===== config.mk =====
export PLATFORM = sky130hd
export DESIGN_NAME = antialiased_ring_cursor_pixel
export DESIGN_NICKNAME = d
export VERILOG_FILES = /design/src/hdl/arcp_pkg.sv /design/src/hdl/antialiased_ring_cursor_pixel.sv
export SDC_FILE = /design/constraint.sdc
export NUM_CORES = 1
export LEC_CHECK = 0
export ABC_AREA = 1
export ABC_CLOCK_PERIOD_IN_PS = 7700
export BUFFER_PORTS_ARGS = -buffer_cell sky130_fd_sc_hd__buf_2
export CAP_MARGIN = 20
export CORE_AREA = 2 2 254 256
export CTS_BUF_LIST = sky130_fd_sc_hd__clkbuf_8
export DETAILED_ROUTE_END_ITERATION = 10
export DIE_AREA = 0 0 256 258
export GPL_ROUTABILITY_DRIVEN = 1
export SETUP_SLACK_MARGIN = 0.05
export SLEW_MARGIN = 20
export SYNTH_ARGS = -nofsm -noshare
export SYNTH_HDL_FRONTEND = slang
export SYNTH_SLANG_ARGS = --single-unit

===== constraint.sdc =====
create_clock -name i_clk -period 7.7 [get_ports i_clk]
set_input_delay 1.54 -clock i_clk [delete_from_list [all_inputs] [get_ports i_clk]]
set_output_delay 1.54 -clock i_clk [all_outputs]
set_load 0.05 [all_outputs]

===== src/hdl/arcp_pkg.sv =====
// Shared widths, constants, types and helper functions of the ring cursor pixel pipeline.
package arcp_pkg;

    localparam int SIZE          = 48;
    localparam int PIX_W         = 7;
    localparam int LEVEL_W       = 4;
    localparam int ARGB_W        = 32;
    localparam int CH_W          = 8;
    localparam int COV_W         = 9;
    localparam int RADIUS_W      = 13;

    localparam int MAG_W         = $clog2(SIZE);
    localparam int SUM_W         = 2 * MAG_W + 1;
    localparam int SCALE_SH      = 14;
    localparam int SQ_W          = SUM_W + SCALE_SH;
    localparam int SQ_ITER       = (SQ_W + 1) / 2;
    localparam int ITER_PER_STG  = 4;
    localparam int SQRT_STG      = (SQ_ITER + ITER_PER_STG - 1) / ITER_PER_STG;
    localparam int ROOT_W        = SQRT_STG * ITER_PER_STG;
    localparam int RADIC_W       = 2 * ROOT_W;
    localparam int REM_W         = ROOT_W + 3;
    localparam int DIST_W        = ROOT_W + 1;
    localparam int EDGE_W        = (DIST_W > RADIUS_W) ? DIST_W : RADIUS_W;

    localparam int ST_SQ         = 0;
    localparam int ST_RND        = SQRT_STG + 1;
    localparam int ST_EDGE       = SQRT_STG + 2;
    localparam int ST_ALPHA      = SQRT_STG + 3;
    localparam int ST_OUT        = SQRT_STG + 4;
    localparam int NSTG          = SQRT_STG + 5;

    localparam logic [EDGE_W-1:0] OUTLINE_REACH = EDGE_W'(998);
    localparam logic [EDGE_W-1:0] CORE_REACH    = EDGE_W'(640);
    localparam logic [COV_W-1:0]  ONE_Q8        = COV_W'(256);
    localparam int                OUTLINE_GAIN  = 243 * 255;
    localparam logic [CH_W-1:0]   ALPHA_MAX     = 8'd255;
    localparam logic [CH_W-1:0]   DARK_R        = 8'd18;
    localparam logic [CH_W-1:0]   DARK_G        = 8'd20;
    localparam logic [CH_W-1:0]   DARK_B        = 8'd19;

    typedef struct packed {
        logic [REM_W-1:0]   rem;
        logic [ROOT_W-1:0]  root;
        logic [RADIC_W-1:0] rad;
        logic               in_square;
    } t_sqrt_st;

    // one restoring square-root digit
    function automatic t_sqrt_st sqrt_step(input t_sqrt_st s);
        logic [REM_W-1:0] cur;
        logic [REM_W-1:0] trial;
        t_sqrt_st         o;
        o     = s;
        cur   = {s.rem[REM_W-3:0], s.rad[RADIC_W-1 -: 2]};
        trial = {{(REM_W-ROOT_W-2){1'b0}}, s.root, 2'b01};
        if (cur >= trial) begin
            o.rem  = cur - trial;
            o.root = {s.root[ROOT_W-2:0], 1'b1};
        end else begin
            o.rem  = cur;
            o.root = {s.root[ROOT_W-2:0], 1'b0};
        end
        o.rad = {s.rad[RADIC_W-3:0], 2'b00};
        return o;
    endfunction

    // ring radius in Q8, level saturates at twelve
    function automatic logic [RADIUS_W-1:0] ring_radius(input logic [LEVEL_W-1:0] level);
        logic [RADIUS_W-1:0] r;
        case (level)
            4'd0:    r = 13'd1280;
            4'd1:    r = 13'd1557;
            4'd2:    r = 13'd1835;
            4'd3:    r = 13'd2112;
            4'd4:    r = 13'd2389;
            4'd5:    r = 13'd2667;
            4'd6:    r = 13'd2944;
            4'd7:    r = 13'd3221;
            4'd8:    r = 13'd3499;
            4'd9:    r = 13'd3776;
            4'd10:   r = 13'd4053;
            4'd11:   r = 13'd4331;
            default: r = 13'd4608;
        endcase
        return r;
    endfunction

    // (c*a+127)/255 via the divide-by-255 identity
    function automatic logic [CH_W-1:0] premul(input logic [CH_W-1:0] c,
                                               input logic [CH_W-1:0] a);
        logic [15:0] x;
        logic [16:0] y;
        x = 16'(c) * 16'(a) + 16'd127;
        y = 17'(x) + 17'd1 + 17'(x[15:8]);
        return y[15:8];
    endfunction

endpackage


===== src/hdl/antialiased_ring_cursor_pixel.sv =====
// Top level: pipelined anti-aliased ring cursor pixel generator, premultiplied ARGB out.
//
// Input channel: i_valid / o_ready carry one pixel beat (i_pixel_x, i_pixel_y).
// Output channel: o_valid / i_ready carry one result beat (o_argb), one per input beat,
// in order. Alpha sits in bits 31:24; red, green and blue are premultiplied.
// Configuration: i_cfg_wr_en writes i_cfg_wr_data to the aperture level on the next
// rising edge; write only while the pipeline holds no beats. Levels above twelve act
// as twelve.
// Throughput: one beat per cycle unless a stall on i_ready fills every stage; the
// square root runs as SQRT_STG stages of four digits each, the remaining stages are
// one register each.
// Reset (synchronous, active low): all stage valid bits clear, aperture level goes
// to zero, o_valid drops.
// Stall: when i_ready is low, the output register holds its beat; upstream stages
// keep filling bubbles and o_ready drops only when every stage is occupied.
// Pixels outside the square, and outside the ring outline, give zero.
module antialiased_ring_cursor_pixel
    import arcp_pkg::*;
(
    input  logic                 i_clk,
    input  logic                 i_rst_n,
    input  logic                 i_cfg_wr_en,
    input  logic [LEVEL_W-1:0]   i_cfg_wr_data,
    input  logic                 i_valid,
    output logic                 o_ready,
    input  logic [PIX_W-1:0]     i_pixel_x,
    input  logic [PIX_W-1:0]     i_pixel_y,
    output logic                 o_valid,
    input  logic                 i_ready,
    output logic [ARGB_W-1:0]    o_argb
);

    logic [LEVEL_W-1:0] r_level;
    logic [NSTG-1:0]    r_vld;
    logic [NSTG-1:0]    en;

    // square stage
    logic [PIX_W+1:0]   twx, twy, kx, ky, sz9;
    logic [MAG_W-1:0]   mag_x, mag_y;
    logic [SUM_W-1:0]   n_sum;
    logic               n_inside;
    t_sqrt_st           r_sq;

    // root stages
    t_sqrt_st           r_rt [SQRT_STG];
    t_sqrt_st           n_rt [SQRT_STG];

    // rounding stage
    logic [DIST_W-1:0]  r_dist;
    logic               r_rnd_in;

    // edge stage
    logic [EDGE_W-1:0]  edge_q8, radius_ext;
    logic [EDGE_W-1:0]  out_diff, core_diff;
    logic [COV_W-1:0]   r_outline, r_core;
    logic               r_e_on, r_e_core;

    // alpha stage
    logic [16:0]        core_prod;
    logic [23:0]        outl_prod;
    logic [CH_W-1:0]    n_alpha;
    logic [CH_W-1:0]    r_alpha;
    logic               r_a_on, r_a_core;

    // output stage
    logic [ARGB_W-1:0]  n_argb;
    logic [ARGB_W-1:0]  r_argb;

    always_ff @(posedge i_clk) begin
        if (!i_rst_n) begin
            r_level <= '0;
        end else if (i_cfg_wr_en) begin
            r_level <= i_cfg_wr_data;
        end
    end

    always_comb begin
        en[NSTG-1] = !r_vld[NSTG-1] || i_ready;
        for (int i = NSTG - 2; i >= 0; i--) begin
            en[i] = !r_vld[i] || en[i+1];
        end
    end

    assign o_ready = en[0];
    assign o_valid = r_vld[NSTG-1];
    assign o_argb  = r_argb;

    always_ff @(posedge i_clk) begin
        if (!i_rst_n) begin
            r_vld <= '0;
        end else begin
            if (en[0]) begin
                r_vld[0] <= i_valid;
            end
            for (int i = 1; i < NSTG; i++) begin
                if (en[i]) begin
                    r_vld[i] <= r_vld[i-1];
                end
            end
        end
    end

    // centre offsets, squared distance
    always_comb begin
        sz9      = (PIX_W+2)'(SIZE);
        twx      = {1'b0, i_pixel_x, 1'b1};
        twy      = {1'b0, i_pixel_y, 1'b1};
        kx       = (twx >= sz9) ? twx - sz9 : sz9 - twx;
        ky       = (twy >= sz9) ? twy - sz9 : sz9 - twy;
        mag_x    = kx[MAG_W-1:0];
        mag_y    = ky[MAG_W-1:0];
        n_sum    = SUM_W'(mag_x * mag_x) + SUM_W'(mag_y * mag_y);
        n_inside = ({1'b0, i_pixel_x} < (PIX_W+1)'(SIZE)) &&
                   ({1'b0, i_pixel_y} < (PIX_W+1)'(SIZE));
    end

    always_ff @(posedge i_clk) begin
        if (en[ST_SQ]) begin
            r_sq.rem       <= '0;
            r_sq.root      <= '0;
            r_sq.rad       <= RADIC_W'({n_sum, {SCALE_SH{1'b0}}});
            r_sq.in_square <= n_inside;
        end
    end

    // four root digits per stage
    for (genvar s = 0; s < SQRT_STG; s++) begin : g_root
        always_comb begin
            t_sqrt_st cur;
            cur = (s == 0) ? r_sq : r_rt[(s == 0) ? 0 : s-1];
            for (int j = 0; j < ITER_PER_STG; j++) begin
                cur = sqrt_step(cur);
            end
            n_rt[s] = cur;
        end

        always_ff @(posedge i_clk) begin
            if (en[s+1]) begin
                r_rt[s] <= n_rt[s];
            end
        end
    end

    // round to nearest
    always_ff @(posedge i_clk) begin
        if (en[ST_RND]) begin
            r_rnd_in <= r_rt[SQRT_STG-1].in_square;
            if (r_rt[SQRT_STG-1].rem > REM_W'(r_rt[SQRT_STG-1].root)) begin
                r_dist <= DIST_W'(r_rt[SQRT_STG-1].root) + DIST_W'(1);
            end else begin
                r_dist <= DIST_W'(r_rt[SQRT_STG-1].root);
            end
        end
    end

    // distance from ring edge, coverages
    always_comb begin
        radius_ext = EDGE_W'(ring_radius(r_level));
        edge_q8    = (EDGE_W'(r_dist) >= radius_ext) ? EDGE_W'(r_dist) - radius_ext
                                                     : radius_ext - EDGE_W'(r_dist);
        out_diff   = OUTLINE_REACH - edge_q8;
        core_diff  = CORE_REACH - edge_q8;
    end

    always_ff @(posedge i_clk) begin
        if (en[ST_EDGE]) begin
            r_e_on    <= r_rnd_in && (edge_q8 < OUTLINE_REACH);
            r_e_core  <= edge_q8 < CORE_REACH;
            r_outline <= (out_diff > EDGE_W'(ONE_Q8)) ? ONE_Q8 : out_diff[COV_W-1:0];
            r_core    <= (core_diff > EDGE_W'(ONE_Q8)) ? ONE_Q8 : core_diff[COV_W-1:0];
        end
    end

    // alpha
    always_comb begin
        core_prod = 17'(r_core) * 17'd255 + 17'd128;
        outl_prod = 24'(r_outline) * 24'(OUTLINE_GAIN) + 24'd32768;
        if (r_e_core) begin
            n_alpha = core_prod[16] ? ALPHA_MAX : core_prod[15:8];
        end else begin
            n_alpha = outl_prod[23:16];
        end
    end

    always_ff @(posedge i_clk) begin
        if (en[ST_ALPHA]) begin
            r_alpha  <= n_alpha;
            r_a_on   <= r_e_on;
            r_a_core <= r_e_core;
        end
    end

    // premultiply and pack
    always_comb begin
        if (!r_a_on) begin
            n_argb = '0;
        end else if (r_a_core) begin
            n_argb = {r_alpha, r_alpha, r_alpha, r_alpha};
        end else begin
            n_argb = {r_alpha, premul(DARK_R, r_alpha), premul(DARK_G, r_alpha),
                      premul(DARK_B, r_alpha)};
        end
    end

    always_ff @(posedge i_clk) begin
        if (en[ST_OUT]) begin
            r_argb <= n_argb;
        end
    end

endmodule


# == Yosys cells after proc, flatten, opt, wreduce, memory -nomap -nowiden ==
# Memory sizes are Yosys's and may differ from the RTL's. A register that Yosys moved wholly into a read port is not among the register bits.
# Cells that the tools add are included.
# classes
n_addsub,35
multipliers,7
order_cmp,24
muxes,31
n_reduce_logical,20
# op_table
op,count
$mux 33,10
$ge 19x18->1,13
$sub 17x17->17,9
$mux 35,4
$sub 19x18->19,4
$add 15x6->16,3
$add 14x1->15 const B,3
$add 13x7->14 const B,3
$gt 17x9->1 const B,2
$lt 17x10->1 const B,2
$sub 10x17->17 const A,2
$add 24x16->24 const B,1
$mul 6x6->12,2
$mul 9x16->24 const B,1
$mux 24,1
$gt 19x16->1,1
$add 16x1->17 const B,1
$add 17x8->17 const B,1
$ge 17x13->1,1
$mul 9x8->17 const B,1
$mux 17,1
$sub 13x17->17,1
$sub 17x13->17,1
$ge 8x6->1 const B,2
other kinds (17),47
# totals
register_bits,107
mem_bits_rw,240
mem_bits_ro,208
in_bits,23
output_inout_bits,34
word_cells,142
n_memories,2
# mem_list
memory,depth,word_bits,rd,rd_clocked_by_memory_dff,write_ports,line,rtl
r_rt,4,60,4,0,4,antialiased_ring_cursor_pixel.sv:45,t_sqrt_st r_rt [SQRT_STG];
(name not given),16,13,1,1,0,arcp_pkg.sv:70,case (level)

# == Longest topological paths before layout ==
# Gate-level depths: netlist of the first run.
# depth
ltp_word,11
ltp_mapped,61

# == Worst setup path after synthesis of the first run ==
# OpenSTA, ideal clock, no wires.
# synth_timing
path_kind,in2out
startpoint,in i_ready
endpoint,out o_ready
t_arrival_ns,6.373
setup_slack_ns,-0.213
path_stages,16
cell_sequence,nor2_1 inv_1 nor2_1 inv_1 nor2_1 inv_1 nor2_1 inv_1 nor2_1 inv_1 nor2_1 inv_1 nor2_1 inv_1 nor2_1 nand2_1
# synth_between
elab_chain_cells,9
# synth_lines
item,line,rtl
"start, declared",antialiased_ring_cursor_pixel.sv:29,"input logic i_ready,"
$logic_or 1x1->1,antialiased_ring_cursor_pixel.sv:78,en[NSTG-1] = !r_vld[NSTG-1] || i_ready;
net en[8],antialiased_ring_cursor_pixel.sv:35,logic [NSTG-1:0] en;
$logic_or 1x1->1,antialiased_ring_cursor_pixel.sv:80,en[i] = !r_vld[i] || en[i+1];
net en[7],antialiased_ring_cursor_pixel.sv:35,
$logic_or 1x1->1,antialiased_ring_cursor_pixel.sv:80,
net en[6],antialiased_ring_cursor_pixel.sv:35,
$logic_or 1x1->1,antialiased_ring_cursor_pixel.sv:80,
net en[5],antialiased_ring_cursor_pixel.sv:35,
$logic_or 1x1->1,antialiased_ring_cursor_pixel.sv:80,
net en[4],antialiased_ring_cursor_pixel.sv:35,
$logic_or 1x1->1,antialiased_ring_cursor_pixel.sv:80,
net en[3],antialiased_ring_cursor_pixel.sv:35,
$logic_or 1x1->1,antialiased_ring_cursor_pixel.sv:80,
net en[2],antialiased_ring_cursor_pixel.sv:35,
$logic_or 1x1->1 (2 in a row),antialiased_ring_cursor_pixel.sv:80,
"end, declared",antialiased_ring_cursor_pixel.sv:25,"output logic o_ready,"
# The timed path passes the listed nets, and every way through them passes these cells.

==> results of run 1 <==
## routing by layer
metal | up-vias | GRT usage | part of all wire
met5 | - | 0 | 0
met4 | 0 | 0.0494 | 0.024
met3 | 81 | 0.0184 | 0.030
met2 | 308 | 0.309 | 0.49
met1 | 9443 | 0.220 | 0.46
li1 | 10900 | - | -
## layout make-up
type | count | area share
Timing Repair Buffer | 135 | 0.0325
Tap cell | 855 | 0.0384
Clock buffer | 43 | 0.0212
Sequential cell | 208 | 0.216
Clock inverter | 29 | 0.00705
Inverter | 642 | 0.0868
Multi-Input combinational cell | 2409 | 0.598
## what timing repair did
item,4_1_cts,5_1_grt
setup endpoints to repair,0,35
buffers inserted,0,27
resized for setup,0,64
## worst max-delay path: cells and delay by family, from the launching register on
kind / cells / cell delay (ps)
and+or+nand+nor: 26 / 2480
AOI/OAI and AO/OA: 13 / 1830
adders and majority gates: 4 / 1220
buffers and inverters: 9 / 980
DFF: 1 / 390
## Yosys cell counts (all sizes together)
master and instances:
nor2 266, dfxtp 23, buf 25, edfxtp 185, o21bai 21, a21oi 173
mux2i 1, fa 113, nor3 50, o221ai 4, nor4b 1, o211ai 6
a31oi 13, a22oi 1, o22ai 1, or2 12, a221oi 1, nand3b 17
xnor2 44, or3b 1, or3 1, a41oi 1, clkbuf 10, clkinv 4
and2 4, nand4 42, nand2 753, a211oi 4, a21boi 2, or4 1
nor4 8, o31ai 3, nor3b 2, inv 638, o2111ai 3, o21ai 134
conb 1, nand3 235, ha 345, a21o 7, xor2 129, o21a 6
## cell families after synthesis
group           synth area share
simple gates               0.249
buf+inv                    0.106
fa+ha+maj                  0.262
compound gates            0.0837
flops                      0.239
xor+xnor                  0.0603
other cells             0.000149
mux                     0.000398
## path summary, 6_finish.rpt
check                   start  cells after the start  slack, ps           to
hold / removal     r_rt[3][0]                      0        410     r_rnd_in
setup reg to reg  r_rt[2][33]                     52        580  r_rt[3][59]
hold reg to reg    r_rt[3][0]                      0        410     r_rnd_in
setup / recovery  r_rt[2][33]                     52        580  r_rt[3][59]
## state kept, by name (all words and copies together), names as in the netlist, 9 cells and up
register and count:
r_vld 9, r_outline 9, r_rt 98, r_dist 15, o_argb 30, r_core 9
radius_ext 10
## stage by stage
step                      instances  cell area, um2  hold WS, ps  setup TNS [ps]
final                          4321           27900          414               0
after global placement         4220           26700          401               0
after floorplan                3293           25200          400               0
after CTS                      4292           27400          414               0
after detailed placement       4220           26700          405               0
after global routing           4321           27900          426           -55.6
==> flow_metrics.py, run 1 <==
metrics = {
    "run_status": {
        "run_status": "finished clean",
    },
    "placed_design": {
        "dp_hpwl_um": 47000,
        "pre_cts_ws_ps": 110,
        "port_buffers": 56,
        "place.gp.congestion": 0.869,
    },
    "layout": {
        "drive_gt1_frac": 0.107,
        "area_delta_synth_final_pct": 10.9,
        "antenna_cells": 0,
        "multi_input_area_um2": 16700,
        "final_util": 0.438,
        "fillers": 6499,
        "final_common_cell": "nand2_1",
        "regArea_um2": 6020,
        "final_cell_mix": "711 x nand2_1, 614 x inv_1, 336 x ha_1",
        "fin_nets": 3916,
    },
    "cts": {
        "clkTransAtPathRegs_ps": 80,
        "cts-root-buf": "clkbuf_8",
        "h-tree-depth": 2,
        "cts_tree": "yes",
        "cts_num_sinks": 208,
        "cts.path.max_buffers": 3,
        "insertion_delay_ps": 600,
        "postCtsHoldBufs": 0,
        "numCtsBuffers": 39,
    },
    "synthesis": {
        "synth_area_um2": 25100,
        "synth_warnings": 0,
        "yosys.area.top_type": "edfxtp_1",
        "synthDistinctLibCells": 60,
        "yosys-top-cells-area": "edfxtp_1 22%, ha_1 17%, nand2_1 11%",
        "synth_top_area_frac": 0.221,
        "ys_ff_latch": 208,
        "synthCells": 3291,
        "yosysSeqAreaShare": 0.239,
        "syn_avg_cell_area_um2": 7.64,
    },
    "sta": {
        "fin_crit_ps": 7120,
        "slew_viol_final": 0,
        "post-route-period-util": 0.925,
        "hold_violations": 0,
        "setup_viol": 0,
        "setup_ws_ps": 575,
        "slew_headroom": 0.389,
        "worstMarginPinSlew_ps": 916,
        "max_freq_mhz": 140,
        "skew_ps": 39.5,
    },
    "floorplan": {
        "die-height_um": 258,
        "die-area_um2": 66000,
        "initial_core_util": 0.395,
        "io_pins": 57,
        "die_x_um": 256,
        "row_count": 93,
        "core_um2": 63600,
    },
    "grt": {
        "grt_max_degree": 35,
        "grt_pass1_vias": 20000,
        "grt_pass1_wl_um": 95200,
        "grt.total_usage": 0.173,
        "grt-ovfl-total": 0,
        "antenna_found_initial": 0,
    },
    "routing": {
        "firstDrtPassIters": 6,
        "dr_total_vias": 20800,
        "vias_per_cell": 4.81,
        "drcViolationCount": 0,
        "wirelength_um": 57100,
        "postRouteAntennaNets": 0,
        "drt_iter0_markers": 979,
        "wl_per_cell_um": 13.2,
    },
    "worst_setup_path": {
        "critPathRequiredTime_ps": 8070,
        "cpMaxStageDelayCell": "edfxtp_1",
        "max_stage_delay_ps": 390,
        "crit_top_cell": "nand2_1",
        "crit_arrival_ps": 7490,
        "criticalPathCategory": "reg -> reg",
        "worstSetupEndpointType": "register",
        "crit_fanout": 21,
        "cp-start-kind": "register",
    },
    "worst_hold_path": {
        "worstHoldPathType": "reg -> reg",
    },
    "flow_run": {
        "maxCapViolCount": 0,
    },
}
Power of run 1 is not shown: default switching activity piles up to over one toggle a cycle in this logic, so the estimate is an artifact.
==> run 2, diff against run 1 <==
--- a/config.mk
+++ b/config.mk
@@ -5,14 +5,13 @@
 export SDC_FILE = /design/constraint.sdc
 export NUM_CORES = 1
 export LEC_CHECK = 0
-export ABC_AREA = 1
 export ABC_CLOCK_PERIOD_IN_PS = 7700
 export BUFFER_PORTS_ARGS = -buffer_cell sky130_fd_sc_hd__buf_2
 export CAP_MARGIN = 20
-export CORE_AREA = 2 2 254 256
+export CORE_AREA = 2 2 251 253
 export CTS_BUF_LIST = sky130_fd_sc_hd__clkbuf_8
 export DETAILED_ROUTE_END_ITERATION = 10
-export DIE_AREA = 0 0 256 258
+export DIE_AREA = 0 0 253 255
 export GPL_ROUTABILITY_DRIVEN = 1
 export SETUP_SLACK_MARGIN = 0.05
 export SLEW_MARGIN = 20
==> run 2 against run 1 <==
Net effect:
- the run now ends with negative setup slack left
- die area fell by 2.3%
- wire length increased by 6.4%
- flip-flop and latch count unchanged
- clock-buffer cell count down 3
- sequential share of layout area down 1.2 points
- critical path type unchanged
- worst setup slack got worse by 920 ps
- global-route usage grew 1.7 points
- core utilization up 3.7 points
==> flow_metrics.py, run 2 <==
metrics = {
    "sta": {
        "post-route-period-util": 1.04,
        "slew_viol_final": 0,
        "fin_crit_ps": 8050,
        "slew_headroom": 0.290,
        "setup_viol": 18,
        "holdWs_ps": 376,
        "max_freq_mhz": 124,
        "skew_ps": 53.9,
        "setup_ws_ps": -345,
        "rsz0062_at_grt": "true",
        "hold_violations": 0,
        "worstMarginPinSlew_ps": 1060,
    },
    "grt": {
        "grt-ovfl-total": 0,
        "grt_pass1_vias": 20900,
        "grt_pass1_wl_um": 101000,
        "antenna_found_initial": 1,
        "grt_max_degree": 34,
        "grt.total_usage": 0.190,
    },
    "routing": {
        "drcViolationCount": 0,
        "drt_iter0_markers": 845,
        "dr_total_vias": 20500,
        "wirelength_um": 60800,
        "vias_per_cell": 5.28,
        "postRouteAntennaNets": 0,
        "firstDrtPassIters": 5,
        "wl_per_cell_um": 15.7,
    },
    "layout": {
        "final_cell_mix": "352 x inv_1, 324 x ha_1, 314 x buf_4",
        "multi_input_area_um2": 17500,
        "area_delta_synth_final_pct": 21.0,
        "top_register": "r_rt",
        "fin_nets": 3525,
        "fillers": 5860,
        "largest_register_ffs": 98,
        "drive_gt1_frac": 0.210,
        "regArea_um2": 6020,
        "final_common_cell": "inv_1",
    },
    "synthesis": {
        "synth_common_cells": "356 x inv_1, 345 x ha_1, 186 x nor2_1",
        "yosysSeqAreaShare": 0.246,
        "yosys.area.top_type": "edfxtp_1",
        "synth-main-ff-cell": "edfxtp_1",
        "synth_area_um2": 24400,
        "ys_async_sr_fraction": 0,
        "ys_ff_latch": 208,
        "synthCells": 2679,
        "synth_edf_count": 185,
        "yosys-top-cells-area": "edfxtp_1 23%, ha_1 18%, fa_1 9.3%",
        "synth_warnings": 0,
        "synth_most_common_cell": "inv_1",
        "synthDistinctLibCells": 101,
        "syn_avg_cell_area_um2": 9.11,
        "synth_top_area_frac": 0.228,
    },
    "placed_design": {
        "place.gp.congestion": 0.895,
        "dp_hpwl_um": 48800,
        "port_buffers": 56,
    },
    "cts": {
        "postCtsHoldBufs": 0,
        "cts_num_sinks": 208,
        "clkTransAtPathRegs_ps": 60,
        "h-tree-depth": 2,
        "numCtsBuffers": 39,
        "cts-root-buf": "clkbuf_8",
        "cts.path.max_buffers": 3,
        "insertion_delay_ps": 610,
        "cts_tree": "yes",
    },
    "flow_run": {
        "maxCapViolCount": 0,
    },
    "worst_setup_path": {
        "cpMaxStageDelayCell": "edfxtp_1",
        "crit_fanout": 7,
        "crit_arrival_ps": 8400,
        "worstSetupEndpointType": "register",
        "cp-start-kind": "register",
        "critPathRequiredTime_ps": 8060,
        "crit_top_cell": "a21oi_2",
        "criticalPathCategory": "reg -> reg",
        "max_stage_delay_ps": 470,
    },
    "floorplan": {
        "initial_core_util": 0.393,
        "die-area_um2": 64500,
        "die-height_um": 255,
        "io_pins": 57,
        "row_count": 92,
        "core_um2": 62200,
        "die_x_um": 253,
    },
    "run_status": {
        "run_status": "complete, but fails checks",
        "violations": "negative setup slack",
    },
    "worst_hold_path": {
        "worstHoldPathType": "reg -> reg",
    },
}
-- run 2: changes by cell type after synthesis, moves of 28 or more --
cell / delta
and2_1: +33
o21a_1: +57
mux2i_1: +28
nor2b_1: +32
nand2b_1: +29
inv_1: -257
a21o_1: +40
nand2_2: -30
xnor2_1: +91
clkbuf_1: +36
nor2_1: -51
nand3_1: -156
xor2_1: -56
nand2_1: -566
-- run 2: what timing repair did --
| item | 4_1_cts | 5_1_grt |
|---|---|---|
| pin swaps | 18 | 45 |
| setup buffers | 28 | 26 |
| gates cloned | 2 | 0 |
| endpoints found under the setup margin | 35 | 51 |
| resized for setup | 43 | 98 |
-- run 2: path summary, 6_finish.rpt --
kind                    start          end  slack [ps]  cells past startpoint
setup reg to reg  r_rt[2][42]  r_rt[3][41]        -350                     46
hold / removal     r_rt[2][0]   r_rt[3][0]         380                      0
setup / recovery  r_rt[2][42]  r_rt[3][41]        -350                     46
hold reg to reg    r_rt[2][0]   r_rt[3][0]         380                      0
-- run 2: logic make-up after synthesis --
logic type	after synthesis	share of synthesized area
XOR/XNOR	208	0.0746
AND/OR/NAND/NOR	711	0.150
adder cells (fa/ha/maj)	458	0.270
AO/OA/AOI/OAI	613	0.165
multiplexers	59	0.0263
other	1	0.000154
buffers and inverters	421	0.0671
flip-flops	208	0.246
-- run 2: metrics by stage --
stage,setup TNS (ps),utilization,setup slack (ps),instance area (um2),cells
6_report,-4650,0.475,-345,29500,3875
5_1_grt,-13830,0.475,-833,29500,3875
4_1_cts,-4010,0.465,-268,28900,3845
3_5_place_dp,-12640,0.445,-661,27700,3745
3_3_place_gp,-8450,0.445,-536,27700,3745
2_1_floorplan,-9790,-,-739,24700,2681
-- run 2: per-layer routing --
| metal | up-vias | GRT usage | share of wire |
|---|---|---|---|
| met4 | 0 | 0.0577 | 0.026 |
| met5 | - | 0 | 0 |
| met2 | 384 | 0.342 | 0.49 |
| li1 | 10200 | - | - |
| met1 | 9803 | 0.237 | 0.45 |
| met3 | 99 | 0.0233 | 0.035 |
-- run 2: area by class of cell --
type,count,share of cell area
inverter,360,0.0464
multi-input combinational,2053,0.594
clock buffer,40,0.0186
sequential,208,0.204
clock inverter,30,0.00898
antenna,3,0.000254
tap,799,0.0339
timing repair buffer,382,0.0946
-- run 2: critical path: cells and delay by family, from the launching register on --
| kind | cells | cell delay [ps] |
|---|---|---|
| AO/OA/AOI/OAI | 19 | 3040 |
| AND/OR/NAND/NOR | 16 | 2240 |
| adder cells (fa/ha/maj) | 4 | 1190 |
| buffers and inverters | 7 | 870 |
| flip-flops | 1 | 470 |
Power of run 2 is left out for the same reason.
==> run 3, diff against run 2 <==
--- a/config.mk
+++ b/config.mk
@@ -8,13 +8,15 @@
 export ABC_CLOCK_PERIOD_IN_PS = 7700
 export BUFFER_PORTS_ARGS = -buffer_cell sky130_fd_sc_hd__buf_2
 export CAP_MARGIN = 20
-export CORE_AREA = 2 2 251 253
+export CORE_AREA = 2 2 216 218
 export CTS_BUF_LIST = sky130_fd_sc_hd__clkbuf_8
 export DETAILED_ROUTE_END_ITERATION = 10
-export DIE_AREA = 0 0 253 255
+export DIE_AREA = 0 0 218 220
 export GPL_ROUTABILITY_DRIVEN = 1
+export PLACE_DENSITY = 0.73
 export SETUP_SLACK_MARGIN = 0.05
 export SLEW_MARGIN = 20
 export SYNTH_ARGS = -nofsm -noshare
 export SYNTH_HDL_FRONTEND = slang
 export SYNTH_SLANG_ARGS = --single-unit
+export TNS_END_PERCENT = 5
==> run 3 against run 2 <==
Net effect:
- the flow still finishes with violations (negative setup slack)
- hold slack gained 41 ps
- critical endpoint is now r_rt[3][57]
- clock-buffer cell count grew 1
- critical path type unchanged
- sequential share of layout area grew 0.46 points
- largest cell class unchanged
- global-route usage grew 6.3 points
- flip-flop and latch count is the same
==> flow_metrics.py, run 3 (synthesized netlist as in run 2, its figures left out) <==
metrics = {
    "layout": {
        "largest_register_ffs": 98,
        "multi_input_area_um2": 17200,
        "final_area_um2": 28900,
        "top_register": "r_rt",
        "final_cell_mix": "361 x inv_1, 330 x ha_1, 311 x buf_4",
        "fillers": 3792,
        "regArea_um2": 6020,
        "drive_gt1_frac": 0.194,
        "final_common_cell": "inv_1",
        "area_delta_synth_final_pct": 18.3,
        "fin_nets": 3519,
    },
    "worst_setup_path": {
        "critPathCapture": "r_rt[3][57]",
        "r2r_slack_ps": -300,
        "crit_top_cell": "a21oi_2",
        "critPathRequiredTime_ps": 8040,
        "path_buf_inv": 7,
        "worstSetupEndpointType": "register",
        "critPathTopFamily": "compound AO/OA/AOI/OAI gates",
        "crit_fanout": 5,
        "max_stage_delay_ps": 450,
        "crit_start": "r_rt[2][42]",
        "reg2reg_to": "r_rt[3][57]",
        "r2r-start": "r_rt[2][42]",
        "cp-start-kind": "register",
        "cp_num_cells": 43,
        "criticalPathCategory": "reg -> reg",
        "rr_worst_depth": 43,
        "crit_arrival_ps": 8340,
        "cpMaxStageDelayCell": "or3_4",
    },
    "floorplan": {
        "die-area_um2": 48000,
        "core_um2": 45900,
        "die-height_um": 220,
        "die_x_um": 218,
        "initial_core_util": 0.532,
        "row_count": 79,
        "io_pins": 57,
    },
    "routing": {
        "wl_per_cell_um": 16.6,
        "vias_per_cell": 5.64,
        "postRouteAntennaNets": 0,
        "wirelength_um": 60800,
        "dr_total_vias": 20700,
        "firstDrtPassIters": 6,
        "drt_iter0_markers": 1344,
        "drcViolationCount": 0,
    },
    "sta": {
        "post-route-period-util": 1.04,
        "max_freq_mhz": 125,
        "rsz0062_at_grt": "true",
        "worstMarginPinSlew_ps": 1030,
        "holdWs_ps": 418,
        "skew_ps": 24.8,
        "slew_viol_final": 0,
        "hold_violations": 0,
        "fin_tns_setup_ps": -3420,
        "setup_ws_ps": -301,
        "fin_crit_ps": 8000,
        "setup_viol": 18,
        "slew_headroom": 0.297,
    },
    "placed_design": {
        "place.gp.congestion": 0.971,
        "dp_hpwl_um": 48500,
        "port_buffers": 56,
        "place_area_um2": 27500,
        "pre_cts_ws_ps": -844,
    },
    "cts": {
        "insertion_delay_ps": 600,
        "cts.path.max_buffers": 3,
        "numCtsBuffers": 39,
        "postCtsHoldBufs": 0,
        "cts_num_sinks": 208,
        "clkTransAtPathRegs_ps": 60,
        "cts-root-buf": "clkbuf_8",
        "cts_tree": "yes",
        "h-tree-depth": 2,
    },
    "worst_hold_path": {
        "worstHoldPathType": "reg -> reg",
    },
    "flow_run": {
        "maxCapViolCount": 0,
    },
    "run_status": {
        "violations": "negative setup slack",
        "run_status": "complete, but fails checks",
    },
    "grt": {
        "antenna_found_initial": 2,
        "grt_max_degree": 34,
        "grt_pass1_vias": 20800,
        "grt.total_usage": 0.253,
        "grt-ovfl-total": 0,
        "grt_pass1_wl_um": 99200,
    },
}
[run 3: cell types whose count changed in the layout (fill, tap and decap cells not counted), moves of 5 or more]
cell,delta
nor2_1,+9
inv_2,-5
a21oi_2,-11
nor2_4,-5
ha_1,+6
a21oi_1,+11
inv_1,+9
ha_4,-6
[run 3: per-stage QoR]
stage,instances,util
final,3674,0.630
after global routing,3673,0.630
after CTS,3660,0.623
after detailed placement,3573,0.600
after global placement,3573,0.600
after floorplan,2681,-
[run 3: worst reg2reg max path: cells and delay by family, from the launching register on]
kind | cells | cell delay, ps
AND/OR/NAND/NOR | 13 | 1880
XOR/XNOR | 2 | 290
adder cells (fa/ha/maj) | 5 | 1120
flip-flops | 1 | 410
buffers and inverters | 7 | 770
multiplexers | 2 | 450
AO/OA/AOI/OAI | 14 | 2820
[run 3: final cells by class]
cell class / instances / area share
inverter: 360 / 0.0474
timing repair buffer: 377 / 0.0946
tap: 607 / 0.0263
sequential: 208 / 0.208
clock inverter: 28 / 0.00667
clock buffer: 41 / 0.0195
antenna: 1 / 0.0000866
multi-input combinational: 2052 / 0.597
[run 3: metal layers]
metal	part of all wire	track usage	vias up
met4	0.029	0.0900	2
met3	0.050	0.0338	123
li1	-	-	10200
met1	0.43	0.316	9897
met5	0.00021	0	-
met2	0.49	0.446	527
[run 3: worst min-delay path by stage]
stage | start | to | slack, ps | depth (start not counted)
floorplan | r_e_on | r_a_on | 400 | 0
global placement | g_root[0].$2.cur[28] | r_rt[0][20] | 410 | 0
detailed placement | r_rt[1][0] | r_rt[2][0] | 400 | 0
CTS | r_rt[1][0] | r_rt[2][0] | 420 | 0
global route | g_root[0].$2.cur[28] | r_rt[0][20] | 430 | 0
finish | r_rt[1][0] | r_rt[2][0] | 420 | 0
[run 3: repair_timing]
item                                    CTS  global route
resized for setup                        41            46
setup buffers                            18            11
pin swaps                                29            34
cloned                                    0             2
endpoints found under the setup margin   35            50
Power of run 3 is left out for the same reason.
